===== src/scpd_pkg.sv =====
// shared types, constants and config codes of the serial command packet decoder
package scpd_pkg;

    // frame layout and channel limits
    localparam int FRAME_BYTES    = 5;
    localparam int SERVO_CHANNELS = 4;
    localparam int MOTOR_CHANNELS = 4;
    localparam int IDX_W          = $clog2(FRAME_BYTES);

    // command queue between front and back
    localparam int QUEUE_DEPTH = 2;
    localparam int QPTR_W      = $clog2(QUEUE_DEPTH);
    localparam int QCNT_W      = $clog2(QUEUE_DEPTH + 1);

    // servo mapping: pulse = 500 + angle*2000/180 us, duty = pulse*65535/20000
    localparam logic [7:0]  ANGLE_MAX   = 8'd180;
    localparam logic [11:0] PULSE_MIN   = 12'd500;
    // angle*100/9 as a reciprocal multiply, exact for angle up to 180
    localparam logic [14:0] ANGLE_MUL   = 15'd22756;
    localparam int          ANGLE_SHIFT = 11;
    // pulse*65535/20000 as a reciprocal multiply, exact for pulse up to 2500
    localparam logic [27:0] DUTY_MUL    = 28'd219898971;
    localparam int          DUTY_SHIFT  = 26;

    // configuration register indexes
    typedef enum logic [2:0] {
        CFG_SYNC_BYTE    = 3'd0,
        CFG_MOTOR_OPCODE = 3'd1,
        CFG_SERVO_OPCODE = 3'd2,
        CFG_RELAY_OPCODE = 3'd3,
        CFG_ACTIVE_LOW   = 3'd4
    } t_cfg_idx;

    // result kinds
    typedef enum logic [1:0] {
        KIND_MOTOR = 2'd0,
        KIND_SERVO = 2'd1,
        KIND_RELAY = 2'd2
    } t_kind;

    // configuration registers as seen by front and back
    typedef struct packed {
        logic [7:0] sync_byte;
        logic [7:0] motor_opcode;
        logic [7:0] servo_opcode;
        logic [7:0] relay_opcode;
        logic       relay_invert;
    } t_cfg;

    // classified command handed from front to back
    typedef struct packed {
        t_kind      kind;
        logic [1:0] channel;
        logic [7:0] arg2;
        logic       negate;
        logic       relay_on;
    } t_cmd;

endpackage


===== src/scpd_front.sv =====
// front end: byte framing and command classification
module scpd_front
    import scpd_pkg::*;
(
    input  logic       i_clk,
    input  logic       i_rst_n,
    input  t_cfg       i_cfg,
    input  logic       i_valid,
    input  logic [7:0] i_rx_byte,
    output logic       o_stall,
    input  logic       i_full,
    output logic       o_push,
    output t_cmd       o_cmd
);

    logic [IDX_W-1:0] r_idx;
    logic [IDX_W-1:0] n_idx;
    // frame bytes 1 to 4: command code and three arguments
    logic [7:0]       r_fld [4];
    logic [7:0]       n_fld [4];
    logic             accept;
    logic             is_start;
    logic             in_frame;
    logic             complete;

    assign o_stall  = i_full;
    assign accept   = i_valid && !i_full;
    assign is_start = (i_rx_byte == i_cfg.sync_byte);
    assign in_frame = accept && !is_start && (r_idx != '0);
    assign complete = in_frame && (r_idx == IDX_W'(FRAME_BYTES - 1));

    // framing position
    always_comb begin
        n_idx = r_idx;
        if (accept && is_start) begin
            n_idx = IDX_W'(1);
        end else if (complete) begin
            n_idx = '0;
        end else if (in_frame) begin
            n_idx = r_idx + IDX_W'(1);
        end
    end

    always_ff @(posedge i_clk) begin
        if (!i_rst_n) begin
            r_idx <= '0;
        end else begin
            r_idx <= n_idx;
        end
    end

    // frame store, the byte being taken shows through at once
    always_comb begin
        for (int k = 0; k < 4; k++) begin
            n_fld[k] = (in_frame && r_idx == IDX_W'(k + 1)) ? i_rx_byte : r_fld[k];
        end
    end

    always_ff @(posedge i_clk) begin
        for (int k = 0; k < 4; k++) begin
            r_fld[k] <= n_fld[k];
        end
    end

    // classify: motor first, then servo, then relay
    always_comb begin
        o_cmd          = '0;
        o_cmd.kind     = KIND_MOTOR;
        o_cmd.channel  = n_fld[1][1:0];
        o_cmd.arg2     = n_fld[2];
        o_cmd.negate   = (n_fld[3] > 8'd1);
        o_cmd.relay_on = (n_fld[1] != 8'd0);
        o_push         = 1'b0;
        if (n_fld[0] == i_cfg.motor_opcode) begin
            o_cmd.kind = KIND_MOTOR;
            o_push     = complete && (n_fld[1] < 8'(MOTOR_CHANNELS));
        end else if (n_fld[0] == i_cfg.servo_opcode) begin
            o_cmd.kind = KIND_SERVO;
            o_push     = complete && (n_fld[1] < 8'(SERVO_CHANNELS));
        end else if (n_fld[0] == i_cfg.relay_opcode) begin
            o_cmd.kind    = KIND_RELAY;
            o_cmd.channel = 2'd0;
            o_push        = complete;
        end
    end

endmodule


===== src/scpd_fifo.sv =====
// short command queue between front and back
module scpd_fifo
    import scpd_pkg::*;
(
    input  logic i_clk,
    input  logic i_rst_n,
    input  logic i_push,
    input  t_cmd i_cmd,
    input  logic i_pop,
    output logic o_empty,
    output logic o_full,
    output t_cmd o_cmd
);

    t_cmd              r_mem [QUEUE_DEPTH];
    logic [QPTR_W-1:0] r_wr_ptr;
    logic [QPTR_W-1:0] r_rd_ptr;
    logic [QCNT_W-1:0] r_count;
    logic              do_push;
    logic              do_pop;

    assign o_empty = (r_count == '0);
    assign o_full  = (r_count == QCNT_W'(QUEUE_DEPTH));
    assign do_push = i_push && !o_full;
    assign do_pop  = i_pop && !o_empty;
    assign o_cmd   = r_mem[r_rd_ptr];

    // storage
    always_ff @(posedge i_clk) begin
        if (do_push) begin
            r_mem[r_wr_ptr] <= i_cmd;
        end
    end

    // pointers and fill level
    always_ff @(posedge i_clk) begin
        if (!i_rst_n) begin
            r_wr_ptr <= '0;
            r_rd_ptr <= '0;
            r_count  <= '0;
        end else begin
            if (do_push) begin
                r_wr_ptr <= (r_wr_ptr == QPTR_W'(QUEUE_DEPTH - 1)) ? '0
                                                                   : r_wr_ptr + QPTR_W'(1);
            end
            if (do_pop) begin
                r_rd_ptr <= (r_rd_ptr == QPTR_W'(QUEUE_DEPTH - 1)) ? '0
                                                                   : r_rd_ptr + QPTR_W'(1);
            end
            if (do_push && !do_pop) begin
                r_count <= r_count + QCNT_W'(1);
            end else if (do_pop && !do_push) begin
                r_count <= r_count - QCNT_W'(1);
            end
        end
    end

endmodule


===== src/scpd_back.sv =====
// back end: executes commands into result fields, two register stages
module scpd_back
    import scpd_pkg::*;
(
    input  logic              i_clk,
    input  logic              i_rst_n,
    input  t_cfg              i_cfg,
    input  logic              i_empty,
    input  t_cmd              i_cmd,
    output logic              o_pop,
    output logic              o_valid,
    input  logic              i_stall,
    output logic [1:0]        o_cmd_kind,
    output logic [1:0]        o_channel,
    output logic signed [8:0] o_motor_speed,
    output logic [7:0]        o_servo_angle,
    output logic [12:0]       o_servo_duty,
    output logic              o_relay_on,
    output logic              o_relay_pin_level
);

    // stage 1 registers
    logic        r_s1_valid;
    t_kind       r_s1_kind;
    logic [1:0]  r_s1_channel;
    logic [8:0]  r_s1_speed;
    logic [7:0]  r_s1_angle;
    logic [11:0] r_s1_pulse;
    logic        r_s1_on;
    logic        r_s1_level;

    // output registers
    logic        r_o_valid;
    t_kind       r_o_kind;
    logic [1:0]  r_o_channel;
    logic [8:0]  r_o_speed;
    logic [7:0]  r_o_angle;
    logic [12:0] r_o_duty;
    logic        r_o_on;
    logic        r_o_level;

    logic        out_en;
    logic        s1_en;
    logic [7:0]  angle;
    logic [22:0] angle_prod;
    logic [11:0] pulse;
    logic [8:0]  speed;
    logic [39:0] duty_prod;
    logic [12:0] duty;

    assign out_en = !r_o_valid || !i_stall;
    assign s1_en  = !r_s1_valid || out_en;
    assign o_pop  = s1_en && !i_empty;

    // stage 1: speed sign, angle clamp, pulse width in us
    always_comb begin
        angle      = (i_cmd.arg2 > ANGLE_MAX) ? ANGLE_MAX : i_cmd.arg2;
        angle_prod = 23'(angle) * 23'(ANGLE_MUL);
        pulse      = PULSE_MIN + angle_prod[ANGLE_SHIFT +: 12];
        speed      = i_cmd.negate ? (9'd0 - {1'b0, i_cmd.arg2}) : {1'b0, i_cmd.arg2};
    end

    always_ff @(posedge i_clk) begin
        if (!i_rst_n) begin
            r_s1_valid <= 1'b0;
        end else if (s1_en) begin
            r_s1_valid <= !i_empty;
        end
    end

    always_ff @(posedge i_clk) begin
        if (o_pop) begin
            r_s1_kind    <= i_cmd.kind;
            r_s1_channel <= i_cmd.channel;
            r_s1_speed   <= speed;
            r_s1_angle   <= angle;
            r_s1_pulse   <= pulse;
            r_s1_on      <= i_cmd.relay_on;
            r_s1_level   <= i_cmd.relay_on ^ i_cfg.relay_invert;
        end
    end

    // stage 2: duty on the 0 to 65535 scale of the 20 ms period, 13 bits wide
    assign duty_prod = 40'(r_s1_pulse) * 40'(DUTY_MUL);
    assign duty      = duty_prod[DUTY_SHIFT +: 13];

    always_ff @(posedge i_clk) begin
        if (!i_rst_n) begin
            r_o_valid <= 1'b0;
        end else if (out_en) begin
            r_o_valid <= r_s1_valid;
        end
    end

    // fields that do not belong to the kind read as zero
    always_ff @(posedge i_clk) begin
        if (out_en && r_s1_valid) begin
            r_o_kind    <= r_s1_kind;
            r_o_channel <= r_s1_channel;
            r_o_speed   <= '0;
            r_o_angle   <= '0;
            r_o_duty    <= '0;
            r_o_on      <= 1'b0;
            r_o_level   <= 1'b0;
            case (r_s1_kind)
                KIND_MOTOR: begin
                    r_o_speed <= r_s1_speed;
                end
                KIND_SERVO: begin
                    r_o_angle <= r_s1_angle;
                    r_o_duty  <= duty;
                end
                KIND_RELAY: begin
                    r_o_on    <= r_s1_on;
                    r_o_level <= r_s1_level;
                end
                default: begin
                    r_o_speed <= '0;
                end
            endcase
        end
    end

    assign o_valid           = r_o_valid;
    assign o_cmd_kind        = r_o_kind;
    assign o_channel         = r_o_channel;
    assign o_motor_speed     = $signed(r_o_speed);
    assign o_servo_angle     = r_o_angle;
    assign o_servo_duty      = r_o_duty;
    assign o_relay_on        = r_o_on;
    assign o_relay_pin_level = r_o_level;

endmodule


===== src/serial_command_packet_decoder_core.sv =====
// top level of the serial command packet decoder
// Takes one received byte per cycle unless stalled. A byte equal to the start byte opens
// a frame of five bytes (start, command, three arguments); bytes outside a frame are
// dropped. A complete relay frame, or motor or servo frame with channel below 4, gives
// one result through the queue entry, the pulse stage, then duty and output register. The
// front end stalls only while the two-entry command queue is full, which happens when the
// output side holds its stall for several completed commands in a row. Configuration
// writes take effect at once; the user, not the block, makes sure no command is in flight.
module serial_command_packet_decoder_core
    import scpd_pkg::*;
(
    input  logic              i_clk,
    input  logic              i_rst_n,
    input  logic              i_cfg_we,
    input  logic [2:0]        i_cfg_idx,
    input  logic [7:0]        i_cfg_data,
    input  logic              i_valid,
    output logic              o_stall,
    input  logic [7:0]        i_rx_byte,
    output logic              o_valid,
    input  logic              i_stall,
    output logic [1:0]        o_cmd_kind,
    output logic [1:0]        o_channel,
    output logic signed [8:0] o_motor_speed,
    output logic [7:0]        o_servo_angle,
    output logic [12:0]       o_servo_duty,
    output logic              o_relay_on,
    output logic              o_relay_pin_level
);

    t_cfg r_cfg;
    logic push;
    logic pop;
    logic full;
    logic empty;
    t_cmd push_cmd;
    t_cmd pop_cmd;

    // configuration registers
    always_ff @(posedge i_clk) begin
        if (!i_rst_n) begin
            r_cfg.sync_byte    <= 8'd0;
            r_cfg.motor_opcode <= 8'd1;
            r_cfg.servo_opcode <= 8'd2;
            r_cfg.relay_opcode <= 8'd3;
            r_cfg.relay_invert <= 1'b0;
        end else if (i_cfg_we) begin
            case (t_cfg_idx'(i_cfg_idx))
                CFG_SYNC_BYTE:    r_cfg.sync_byte    <= i_cfg_data;
                CFG_MOTOR_OPCODE: r_cfg.motor_opcode <= i_cfg_data;
                CFG_SERVO_OPCODE: r_cfg.servo_opcode <= i_cfg_data;
                CFG_RELAY_OPCODE: r_cfg.relay_opcode <= i_cfg_data;
                CFG_ACTIVE_LOW:   r_cfg.relay_invert <= i_cfg_data[0];
                default: begin
                    r_cfg <= r_cfg;
                end
            endcase
        end
    end

    // framing and classification
    scpd_front u_front (
        .i_clk     (i_clk),
        .i_rst_n   (i_rst_n),
        .i_cfg     (r_cfg),
        .i_valid   (i_valid),
        .i_rx_byte (i_rx_byte),
        .o_stall   (o_stall),
        .i_full    (full),
        .o_push    (push),
        .o_cmd     (push_cmd)
    );

    // command queue
    scpd_fifo u_fifo (
        .i_clk   (i_clk),
        .i_rst_n (i_rst_n),
        .i_push  (push),
        .i_cmd   (push_cmd),
        .i_pop   (pop),
        .o_empty (empty),
        .o_full  (full),
        .o_cmd   (pop_cmd)
    );

    // command execution
    scpd_back u_back (
        .i_clk             (i_clk),
        .i_rst_n           (i_rst_n),
        .i_cfg             (r_cfg),
        .i_empty           (empty),
        .i_cmd             (pop_cmd),
        .o_pop             (pop),
        .o_valid           (o_valid),
        .i_stall           (i_stall),
        .o_cmd_kind        (o_cmd_kind),
        .o_channel         (o_channel),
        .o_motor_speed     (o_motor_speed),
        .o_servo_angle     (o_servo_angle),
        .o_servo_duty      (o_servo_duty),
        .o_relay_on        (o_relay_on),
        .o_relay_pin_level (o_relay_pin_level)
    );

endmodule


===== config.mk =====
export PLATFORM = sky130hd
export DESIGN_NAME = serial_command_packet_decoder_core
export DESIGN_NICKNAME = d
export VERILOG_FILES = /design/src/scpd_pkg.sv /design/src/scpd_front.sv /design/src/scpd_fifo.sv /design/src/scpd_back.sv /design/src/serial_command_packet_decoder_core.sv
export SDC_FILE = /design/constraint.sdc
export NUM_CORES = 1
export LEC_CHECK = 0
export CORE_MARGIN = 2
export CORE_UTILIZATION = 45
export DETAILED_ROUTE_END_ITERATION = 7
export DONT_BUFFER_PORTS = 1
export PLACE_DENSITY = 0.58
export SYNTH_ARGS = -nofsm -noshare
export SYNTH_HDL_FRONTEND = slang
export SYNTH_SLANG_ARGS = --single-unit

===== constraint.sdc =====
create_clock -name i_clk -period 7 [get_ports i_clk]
set_input_delay 0.35 -clock i_clk [delete_from_list [all_inputs] [get_ports i_clk]]
set_output_delay 0.35 -clock i_clk [all_outputs]
set_load 0.05 [all_outputs]

# --- Yosys cells after proc, flatten, opt, wreduce, memory -nomap -nowiden ---
# Memory sizes are Yosys's and may differ from the RTL's. A register that Yosys moved wholly into a read port is not among the register bits.
# Cells that the tools add are included.
classes:
  n_div: 0
  n_eq_ne: 15
  n_lt_le_gt_ge: 3
  add_sub_neg: 7
  shift: 0
  n_mux: 25
  bitwise_logic: 2
  reduce_logical: 38
  multipliers: 2
op_table:
  columns: ["op", "count"]
  rows:
  - ["two-way mux 8 bit", 6]
  - ["multiplier 12 x 28 -> 39 bit, second input constant", 1]
  - ["equality test 8 bit", 4]
  - ["multiplier 8 x 13 -> 21 bit, second input constant", 1]
  - ["logical AND 1 bit", 15]
  - ["adder 9 x 12 -> 12 bit, first input constant", 1]
  - ["equality test 3 x 2 -> 1 bit, second input constant", 4]
  - ["two-way mux 1 bit", 12]
  - ["two-way mux 2 bit", 6]
  - ["AND reduction 2 bit", 5]
  - ["subtractor 1 x 8 -> 9 bit, first input constant", 1]
  - ["greater-than comparator 8 x 1 -> 1 bit, second input constant", 1]
  - ["greater-than comparator 8 bit, second input constant", 1]
  - ["zero test 1 bit", 8]
  - ["less-than comparator 8 x 3 -> 1 bit, second input constant", 1]
  - ["nonzero test 8 bit", 1]
  - ["equality test 3 x 1 -> 1 bit, second input constant", 2]
  - ["equality test 3 bit, second input constant", 2]
  - ["nonzero test 3 bit", 2]
  - ["equality test 2 bit, second input constant", 2]
  - ["zero test 2 bit", 2]
  - ["two-way mux 4 bit", 1]
  - ["adder 3 x 1 -> 3 bit, second input constant", 1]
  - ["zero test 3 bit", 1]
  - ["9 further kinds", 11]
totals:
  n_memories: 2
  mem_bits_ro: 0
  out_inout_bits: 38
  mem_bits_rw: 60
  latch_bits: 0
  ff_bits: 113
mem_list:
  columns: ["memory", "words", "word_bits", "read_ports", "rd_clocked_by_memory_dff", "write_ports", "line_no", "rtl"]
  rows:
  - ["u_front.r_fld", 4, 8, 4, 0, 4, "scpd_front.sv:19", "logic [7:0] r_fld [4];"]
  - ["u_fifo.r_mem", 2, 14, 1, 1, 1, "scpd_fifo.sv:15", "t_cmd r_mem [QUEUE_DEPTH];"]

# --- Logic depth before layout (Yosys ltp) ---
logic_depth:
  depth_word: 16
  mapped_depth: 26

# --- Hierarchy ---
# From an unflattened synthesis, not the netlist that was laid out.
hier_totals:
  hier_cells: 1195
  hier_area_um2: 13366.6
by_module_without_submodules:
  columns: ["mod", "cells_per_inst", "n_inst", "area_per_inst_um2"]
  rows:
  - ["scpd_back", 793, 1, 8778.4]
  - ["scpd_front", 211, 1, 2084.5]
  - ["serial_command_packet_decoder_core", 123, 1, 1266.2]
  - ["scpd_fifo", 68, 1, 1237.4]

# --- Worst setup path after synthesis ---
# OpenSTA, ideal clock, no wires.
synth_path:
  path_type: "flip-flop to flip-flop"
  from: "reg (tool-made name)"
  to: "reg u_back.r_s1_pulse[10], data pin"
  path_stages_with_launch: 27
  setup_ns: 0.262
  setup_slack_ns: 0.823
  t_arrival_ns: 5.914
  required_time_ns: 6.738
  cell_sequence: "dfxtp_1 > buf_6 > buf_1 > mux2i_1 > ha_1 > o21ai_0 > nand2_1 > a21oi_1 > nand2b_1 > inv_1 > fa_1 > inv_1 > ha_1 > fa_1 > ha_1 > ha_1 > nand4b_1 > nor2_2 > or4b_4 > nand2_1 > a21oi_1 > xnor2_1 > ha_1 > a31oi_2 > o21ai_2 > a2111oi_4 > nor3_2"
synth_lines:
  columns: ["item", "line_no", "rtl"]
  rows:
  - ["end signal: assignment", "scpd_back.sv:77", "r_s1_pulse <= pulse;"]
  - ["end: declaration", "scpd_back.sv:28", "logic [11:0] r_s1_pulse;"]

==> metrics.md <==
| Metric | Value |
|---|---|
| GR Util met3 | `0.03333` |
| Antenna-violating nets left | `0` |
| Crit end category | `register` |
| Insertion delay to the later sink of the worst-skew pair | `440 ps` |
| Layout net count | `1513` |
| Standard-cell row count | `62` |
| Number of global-route vias before repair | `8674` |
| Share of flip-flops with an asynchronous set or reset | `0` |
| Final setup viols | `0` |
| Sequential-to-total area share from yosys stat | `0.3371` |
| Drt first pass iters | `5` |
| Worst Max-Slew Pin Slew | `1048 ps` |
| Iteration-0 DRC Markers | `379` |
| Critical path class | `reg -> reg` |
| Synth Warn # | `0` |
| Number of storage elements in the synthesis netlist | `173` |
| Final number of max-transition violations | `0` |
| Synth top cells by count | `197 x inv_1, 161 x ha_1, 111 x fa_1` |
| Setup clock skew after layout | `17.69 ps` |
| Grt met2 use | `0.3192` |
| Dominant cell type by area after synthesis | `edfxtp_1` |
| Number of distinct standard cells referenced by the synthesized netlist | `77` |
| Overall via count from detail_route | `8398` |
| Most Crowded Layer GR | `met2` |
| Cell count after placement | `1581` |
| Run status | `finished clean` |
| Total of fill cells in the finished design | `2602` |
| Area of the core | `28780 sq um` |
| Post-Syn Area | `13220 sq um` |
| Largest net degree at the start of global routing | `41` |
| CP max FO | `6` |
| Path category of the worst min-delay check | `in -> reg` |
| Relative max-transition margin | `0.2831` |
| Cell at the root of the clock tree | `clkbuf_16` |
| Data required, critical path | `7180 ps` |
| Min Tclk post-route | `6297 ps` |
| Number of enable-type register cells in the synthesized netlist | `99` |
| Starting density of the core | `0.4592` |
| Mean number of vias per cell | `5.203` |
| Area Overhead vs Synth | `7.868%` |
| Max Cap Violations | `0` |
| Storage element area | `4454 sq um` |
| Synthesized area per cell | `10.91 sq um` |
| Post-CTS clock slew at the launch and capture registers of the worst setup and hold paths | `80 ps` |
| Proportion of netlist area held by the largest area contributor | `0.2250` |
| Startpoint type of the worst setup path | `register` |
| TritonCTS clock tree | `yes` |
| Area of the die | `30750 sq um` |
| Leftover overflow at the end of global routing | `0` |
| Top achievable clock speed | `158.8 MHz` |
| Arrival time of data at the critical path endpoint | `6470 ps` |
| Post-detailed-route DRC marker count | `0` |
| Input/output buffers | `0` |
| Post-Layout Cell Count | `1614` |
| Synthesized instance count | `1211` |
| Library cell with the highest instance count after synthesis | `inv_1` |
| Post-CTS Setup Repair Bufs | `0` |
| Level count of the clock H-tree | `4` |
| Share of layout cells above drive strength 1 | `0.07154` |
| M1 GR Usage | `0.2520` |
| Max Buffers Root-to-Sink | `2` |
| Routed wire length | `27.41 mm` |
| GRT Resource Usage Total | `0.1900` |
| Total area of multi-input combinational cells | `7929 sq um` |
| Hold violation total from the final report | `0` |
| Fraction of the cycle the final worst path needs | `0.8995` |
| Hold-fix buffers, CTS | `1` |
| I/O pin cnt | `62` |
| Post-detailed-route wirelength per cell | `16.98 um` |
| Total Negative Setup Slacks | `0 ps` |
| Post-detailed-placement half-perimeter wirelength | `21.79 mm` |
| Number of antenna cells inserted | `0` |
| Post-synth net total | `1507` |
| Routability Congestion | `0.8969` |
| Cts bufs inserted | `17` |
| Number of clock sinks seen by CTS | `173` |
| Largest cells by area after synthesis | `edfxtp_1 22%, fa_1 17%, ha_1 15%` |
| Resized Gates After CTS | `0` |
| Die boundary height | `175.4 um` |
| RSZ-0062 raised after global routing | `no` |
| Die extent in x | `175.4 um` |
| Global-route wire length before repair | `45.40 mm` |
| Number of antenna violations at the first check in global routing | `0` |
| Most frequently used flop master after synthesis | `edfxtp_1` |
## metal layers
layer / vias to the layer above / part of all wire
met2: 176 / 0.48
met3: 30 / 0.042
li1: 4115 / -
met5: - / 0
met4: 0 / 0.020
met1: 4077 / 0.45
## cell usage in the layout (no fill, tap or decap), drive strengths merged, types with 21 or more instances in the layout
cell	Yosys	layout
mux2	25	25
edfxtp	99	99
fa	111	111
a21oi	29	29
mux2i	21	21
nor2	44	44
nand3	21	21
and2	24	24
ha	161	161
xnor2	44	44
xor2	22	22
dfxtp	74	74
nand2	103	103
inv	197	207
a21boi	36	36
## critical path, stage by stage (launching register included)
cell and delay [ps]:
dfxtp_1 460, mux2i_1 110, buf_4 160, ha_1 220
o21ai_0 170, nand2_1 70, a21oi_1 290, nand2b_1 290
inv_1 130, fa_1 540, inv_1 40, ha_1 300
fa_1 490, ha_1 300, ha_1 300, nand4b_1 130
nor2_2 120, or4b_4 480, nand2_1 120, a21oi_1 90
xnor2_1 130, ha_1 220, a31oi_2 310, o21ai_2 140
a2111oi_4 360, nor3_2 80
## registers in the layout, indices dropped and copies added, names as in the netlist, 3 cells and up, named ones only
name                  cells
r_cfg                    33
u_back.o_motor_speed      9
u_back.o_servo_angle      8
u_back.o_servo_duty      13
u_back.r_s1_angle         8
u_back.r_s1_pulse        12
u_back.r_s1_speed         9
u_fifo.r_mem             28
u_front.r_fld            31
u_front.r_idx             3
## worst paths after layout
kind                           end  depth (start not counted)  slack (ps)                   start
max reg2reg  u_back.r_s1_pulse[10]                         25         700                register
min              u_fifo.r_count[0]                          1          30                 i_rst_n
min reg2reg    u_back.o_channel[0]                          0         420  u_back.r_s1_channel[0]
max          u_back.r_s1_pulse[10]                         25         700                register
## through the flow
stage | instance area, sq um | util | hold slack (ps) | setup slack, ps
2_1_floorplan | 13220 | - | 400.3 | 823.4
3_3_place_gp | 13670 | 0.4750 | 403.5 | 848.8
3_5_place_dp | 13670 | 0.4750 | 409.8 | 748.3
4_1_cts | 14250 | 0.4953 | 15.00 | 711.8
5_1_grt | 14250 | 0.4953 | 22.70 | 115.1
6_report | 14250 | 0.4953 | 28.88 | 703.5
## layout make-up
cell class	instances	area share
Clock buffer	19	0.03186
Multi-Input combinational cell	818	0.5562
Inverter	197	0.05187
Tap cell	384	0.03370
Sequential cell	173	0.3125
Timing Repair Buffer	10	0.005442
Clock inverter	13	0.008426
## kinds of logic (layout without fill, tap and decap cells)
logic type      after synthesis  in the layout  synth area share
compound gates              156            156           0.08881
xor+xnor                     66             66           0.04374
fa+ha+maj                   272            272            0.3206
buf+inv                     220            239           0.06429
flops                       173            173            0.3371
mux                          46             46           0.03910
other cells                   1              1         0.0002838
simple gates                277            277            0.1061
Power is not shown: default switching activity piles up to over one toggle a cycle in this logic, so the estimate is an artifact.
